$ cat src/hw/rtl/scaled_sigmoid_rate_unit_macros.svh
// ----------------------------------------------------------------------------
// Scaled sigmoid rate unit assertion macros
// Concurrent assertion helpers used by the top-level RTL, compiled out under SYNTH.
// ----------------------------------------------------------------------------
`ifndef SCALED_SIGMOID_RATE_UNIT_MACROS_SVH
`define SCALED_SIGMOID_RATE_UNIT_MACROS_SVH

`ifndef SYNTH
`define SSR_ASSERT_IMP(lbl, clk_s, rst_s, ante, cons) \
  lbl: assert property (@(posedge clk_s) disable iff (!rst_s) (ante) |-> (cons)) \
    else $error("same-cycle check failed");
`define SSR_ASSERT_NXT(lbl, clk_s, rst_s, ante, cons) \
  lbl: assert property (@(posedge clk_s) disable iff (!rst_s) (ante) |=> (cons)) \
    else $error("next-cycle check failed");
`else
`define SSR_ASSERT_IMP(lbl, clk_s, rst_s, ante, cons)
`define SSR_ASSERT_NXT(lbl, clk_s, rst_s, ante, cons)
`endif

`endif

$ cat src/hw/rtl/ssr_pkg.sv
// ----------------------------------------------------------------------------
// Scaled sigmoid rate package
// Widths, constants and transfer types shared by the sigmoid pipeline.
// ----------------------------------------------------------------------------
package ssr_pkg;

  localparam int DATA_W    = 16;
  localparam int FRAC_W    = 8;
  localparam int NUM_W     = 2 * DATA_W + 1;
  localparam int Q_FRAC    = 32;
  localparam int INT_STEPS = 5;
  localparam int QUO_W     = Q_FRAC + INT_STEPS;
  localparam int U_W       = QUO_W + 1;
  localparam int K_W       = INT_STEPS + 1;
  localparam int S_W       = Q_FRAC + 1;
  localparam int TERMS     = 14;
  localparam int CFG_IDX_W = 1;

  localparam logic [Q_FRAC-1:0] LN2_Q = 32'd2977044472;

  // Floor of 2**32 / n; the entry for n = 1 is one short of 2**32.
  localparam logic [Q_FRAC-1:0] RECIP [1:TERMS] = '{
    32'd4294967295, 32'd2147483648, 32'd1431655765, 32'd1073741824,
    32'd858993459,  32'd715827882,  32'd613566756,  32'd536870912,
    32'd477218588,  32'd429496729,  32'd390451572,  32'd357913941,
    32'd330382099,  32'd306783378
  };

  localparam int EXPO_LAT = 2 + QUO_W;
  localparam int EXP_LAT  = 2 + K_W + 3 * TERMS;
  localparam int NORM_LAT = 3 + DATA_W;
  localparam int LATENCY  = EXPO_LAT + EXP_LAT + NORM_LAT;

  typedef enum logic [CFG_IDX_W-1:0] {
    REG_MAX_OUTPUT = 1'b0,
    REG_SLOPE_GAIN = 1'b1
  } cfg_reg_t;

  typedef struct packed {
    logic signed [DATA_W-1:0] sample_in;
    logic                     last_in;
  } ssr_in_t;

  typedef struct packed {
    logic [DATA_W-1:0] rate_out;
    logic              last_out;
  } ssr_out_t;

  typedef struct packed {
    logic              last;
    logic              zero;
    logic              neg;
    logic [DATA_W-1:0] m;
  } ssr_side_t;

  typedef struct packed {
    logic [Q_FRAC-1:0] r;
    logic [K_W-1:0]    k;
    ssr_side_t         side;
  } ssr_carry_t;

endpackage

$ cat src/hw/rtl/ssr_expo.sv
// ----------------------------------------------------------------------------
// Sigmoid exponent magnitude
// Forms |alpha*(1/2 - x/M)| in unsigned Q.32 by a pipelined long division.
// ----------------------------------------------------------------------------
module ssr_expo (
  input  logic                       clk,
  input  logic                       rst_n,
  input  logic                       in_valid,
  input  ssr_pkg::ssr_in_t           in_item,
  input  logic [ssr_pkg::DATA_W-1:0] max_output,
  input  logic [ssr_pkg::DATA_W-1:0] slope_gain,
  output logic                       out_valid,
  output logic [ssr_pkg::U_W-1:0]    out_mag,
  output ssr_pkg::ssr_side_t         out_side
);
  import ssr_pkg::*;

  localparam int D_W = DATA_W + 2;
  localparam int RW  = NUM_W + 1;

  logic [D_W-1:0]    diff_raw;
  logic [D_W-1:0]    dmag;
  logic [DATA_W-1:0] amag;
  logic [NUM_W-1:0]  num_nxt;
  ssr_side_t         side_nxt;
  logic [RW-1:0]     sat_lim;

  logic              v0_r;
  logic [NUM_W-1:0]  num0_r;
  ssr_side_t         side0_r;

  logic              v_r     [0:QUO_W];
  logic [RW-1:0]     rem_r   [0:QUO_W];
  logic [QUO_W-1:0]  quo_r   [0:QUO_W];
  logic              sat_r   [0:QUO_W];
  ssr_side_t         side_r  [0:QUO_W];
  logic [RW-1:0]     rem_nxt [0:QUO_W-1];
  logic              take    [0:QUO_W-1];

  assign diff_raw = {2'b00, max_output}
                  - {in_item.sample_in[DATA_W-1], in_item.sample_in, 1'b0};
  assign dmag     = diff_raw[D_W-1] ? (-diff_raw) : diff_raw;
  assign amag     = slope_gain[DATA_W-1] ? (-slope_gain) : slope_gain;
  assign num_nxt  = NUM_W'(amag) * NUM_W'(dmag);

  always_comb begin
    side_nxt.last = in_item.last_in;
    side_nxt.zero = (max_output == '0);
    side_nxt.neg  = (slope_gain[DATA_W-1] ^ diff_raw[D_W-1]) &&
                    (amag != '0) && (dmag != '0);
    side_nxt.m    = max_output;
  end

  assign sat_lim = RW'({side0_r.m, {(FRAC_W + 1 + INT_STEPS){1'b0}}});

  for (genvar j = 0; j < QUO_W; j++) begin : g_step
    localparam int SH = (j < INT_STEPS) ? (INT_STEPS - 1 - j) : 0;
    logic [RW-1:0] part;
    logic [RW-1:0] dvs;
    assign part       = (j < INT_STEPS) ? rem_r[j] : (rem_r[j] << 1);
    assign dvs        = RW'({side_r[j].m, {(FRAC_W + 1){1'b0}}}) << SH;
    assign take[j]    = (part >= dvs);
    assign rem_nxt[j] = take[j] ? (part - dvs) : part;
  end

  always_ff @(posedge clk) begin
    if (!rst_n) begin
      v0_r <= 1'b0;
      for (int i = 0; i <= QUO_W; i++) v_r[i] <= 1'b0;
    end else begin
      v0_r   <= in_valid;
      v_r[0] <= v0_r;
      for (int i = 0; i < QUO_W; i++) v_r[i + 1] <= v_r[i];
    end
    num0_r    <= num_nxt;
    side0_r   <= side_nxt;
    rem_r[0]  <= RW'(num0_r);
    quo_r[0]  <= '0;
    sat_r[0]  <= (RW'(num0_r) >= sat_lim);
    side_r[0] <= side0_r;
    for (int i = 0; i < QUO_W; i++) begin
      rem_r[i + 1]  <= rem_nxt[i];
      quo_r[i + 1]  <= {quo_r[i][QUO_W-2:0], take[i]};
      sat_r[i + 1]  <= sat_r[i];
      side_r[i + 1] <= side_r[i];
    end
  end

  assign out_valid = v_r[QUO_W];
  assign out_mag   = sat_r[QUO_W] ? (U_W'(1) << QUO_W) : {1'b0, quo_r[QUO_W]};
  assign out_side  = side_r[QUO_W];

endmodule

$ cat config.mk
export PLATFORM = sky130hd
export DESIGN_NAME = ssr_expo
export DESIGN_NICKNAME = d
export VERILOG_FILES = /design/src/hw/rtl/scaled_sigmoid_rate_unit_macros.svh /design/src/hw/rtl/ssr_pkg.sv /design/src/hw/rtl/ssr_expo.sv
export SDC_FILE = /design/constraint.sdc
export NUM_CORES = 2
export LEC_CHECK = 0
export BUFFER_PORTS_ARGS = -buffer_cell sky130_fd_sc_hd__buf_4
export CAP_MARGIN = 40
export CORE_UTILIZATION = 45
export DETAILED_ROUTE_END_ITERATION = 6
export PLACE_DENSITY = 0.66
export SLEW_MARGIN = 30
export SYNTH_ARGS = -nofsm -noshare
export SYNTH_HDL_FRONTEND = slang
export SYNTH_SLANG_ARGS = --single-unit
export TNS_END_PERCENT = 50
$ cat constraint.sdc
create_clock -name clk -period 25.7 [get_ports clk]
set_input_delay 5.14 -clock clk [delete_from_list [all_inputs] [get_ports clk]]
set_output_delay 5.14 -clock clk [all_outputs]
set_load 0.1 [all_outputs]
==> qor.csv <==
metric,value,unit
tightest_slew,0.930,ns
clock_latency,0.92,ns
finalClockSkew,0.0818,ns
antenna_found_initial,3,
final_net_count,11400,
path_max_fanout,8,
maxCapViolCount,0,
final_common_cell,dfxtp_1,
grt_util_met2,33.7,%
slowest_stage,xor2_2,
clock_sinks,2536,
slew_headroom,37.2,%
core_area,0.225,mm^2
die_h,479,um
min_to,side_r[1][35],
finalSetupTns,0,ns
cts.path.max_buffers,4,
synth_edf_count,0,
synth_seq_cells,2536,
drv_slew,0,
min_from,side_r[1][16],
start_util,45.4,%
wirelength,229000,um
ys_warn_count,0,
fmax,0.0731,GHz
place.gp.congestion,0.910,
post-route-drc-count,0,
cts_root_buffer,clkbuf_16,
cp-start-kind,input port,
die_w,479,um
grt_max_degree,40,
hold_path.class,register to register,
post-route-util,51.4,%
finalCritPeriodShare,53.2,%
grt_pass1_vias,69800,
critPathArrivalTime,14.44,ns
dpl.hpwl,175000,um
ys_seq_area_share,49.6,%
post_cts_buffers,0,
antenna_left,0,
reg2reg_depth,12,
reg2reg_slack,21.73,ns
synthCells,10100,
numCtsBuffers,276,
ioPinCount,110,
final_cell_mix,"dfxtp_1, inv_1, nor2_1",
vias,68900,
ys_types,108,
grt.met1_usage,25.2,%
rows,174,
synth_area_per_cell,10.1,um^2
cp.required,26.47,ns
criticalPathCategory,input port to register,
grt-busiest-layer,met2,
synth_ff_type,dfxtp_1,
cpMostUsedCell,fa_1,
portBuffers,109,
critPathCaptureType,register,
rsz0062_at_grt,false,
overflow,0,
cts_tree,built,
syn_area,0.102,mm^2
path_clk_slew,0.06,ns
drive_gt1_share,8.21,%
hold_viol,0,
drt_first_pass_iters,6,
ys_async_sr_fraction,0,%
r2r_start,side_r[8][20],
vias_per_cell,5.07,
finalSetupViolations,0,
die-area,0.229,mm^2
wl_per_cell,16.9,um
grt_use_met3,3.06,%
htree_levels,5,
ctsResizeCount,0,
drtIter0Drc,3772,
whs_path_depth,0,
area_growth,13.3,%
ctsHoldBuffers,0,
outcome,completed,
cpPeakStageDelay,0.70,ns
grt_pass1_wl,367000,um
grtUsageTotal,19.8,%
min_period,13.67,ns
worst_r2r_endpoint,rem_r[2][83],
==> metal layers <==
metal  vias up  share of wire, %
li1      34400                 -
met4         0               3.5
met1     32600                45
met2      1449                47
met5         -                 0
met3       406               4.2
==> worst max-delay path by stage <==
stage,from,endpoint,cells past startpoint
2_1_floorplan,max_output[1],num0_r[31],32
3_3_place_gp,in_item[1],num0_r[32],29
3_5_place_dp,max_output[1],num0_r[31],33
4_1_cts,max_output[1],num0_r[31],33
5_1_grt,max_output[1],num0_r[31],33
6_report,max_output[1],num0_r[32],30
==> final cells by class <==
class	instances	area, um^2
Sequential cell	2536	50800
Clock buffer	369	7760
Timing Repair Buffer	180	1400
Tap cell	2992	3740
Inverter	1075	4040
Fill cell	19900	109000
Multi-Input combinational cell	6342	47100
Clock inverter	90	1150
Antenna cell	1	2.50
==> per-stage QoR <==
stage / worst slack (ns) / cell area, um^2 / hold slack, ns / cells
3_3_place_gp: 10.93 / 107000 / 0.310 / 13100
3_5_place_dp: 11.16 / 107000 / 0.312 / 13100
2_1_floorplan: 12.32 / 102000 / 0.310 / 10100
6_report: 12.03 / 116000 / 0.268 / 13600
5_1_grt: 11.49 / 116000 / 0.274 / 13600
4_1_cts: 12.09 / 116000 / 0.269 / 13600
==> state kept, by name (all words and copies together), names as in the netlist <==
name / count
v0_r: 1
side_r: 722
num0_r: 33
sat_r: 38
v_r: 38
side0_r: 3
sat_lim: 16
rem_r: 982
quo_r: 703
==> logic make-up (layout without fill, tap and decap cells) <==
| kind of cell | after synthesis | count (layout) | synth area share, % |
|---|---|---|---|
| simple gates | 2642 | 2642 | 12.7 |
| flops | 2536 | 2536 | 49.6 |
| xor+xnor | 754 | 754 | 6.46 |
| mux | 148 | 148 | 1.61 |
| fa+ha+maj | 984 | 984 | 13.9 |
| other cells | 2 | 16 | 0.00734 |
| compound gates | 1799 | 1799 | 11.0 |
| buf+inv | 1242 | 1714 | 4.66 |
==> worst max-delay path, delay by kind of cell <==
family	cells	cell delay (ns)
AOI/OAI and AO/OA	9	2.60
xor gates and xnor gates	3	1.40
adders and majority gates	9	4.10
buffers and inverters	5	0.49
and+or+nand+nor	4	0.69
==> cells in the mapped netlist (all sizes together), types with 120 or more instances <==
cell type | count | area share (%)
a21oi | 623 | 3.1
clkbuf | 120 | 0.44
dfxtp | 2536 | 50
inv | 1072 | 3.9
o21ai | 416 | 2.0
nor2 | 813 | 3.0
xnor2 | 433 | 3.7
nor2b | 156 | 0.95
nand2b | 128 | 0.78
nand2 | 628 | 2.3
mux2 | 132 | 1.5
ha | 726 | 8.9
a21o | 172 | 1.3
nand3 | 126 | 0.62
nor3 | 163 | 0.81
fa | 258 | 5.0
xor2 | 321 | 2.8
Power is not shown: default switching activity piles up to over one toggle a cycle in this logic, so the estimate is an artifact.
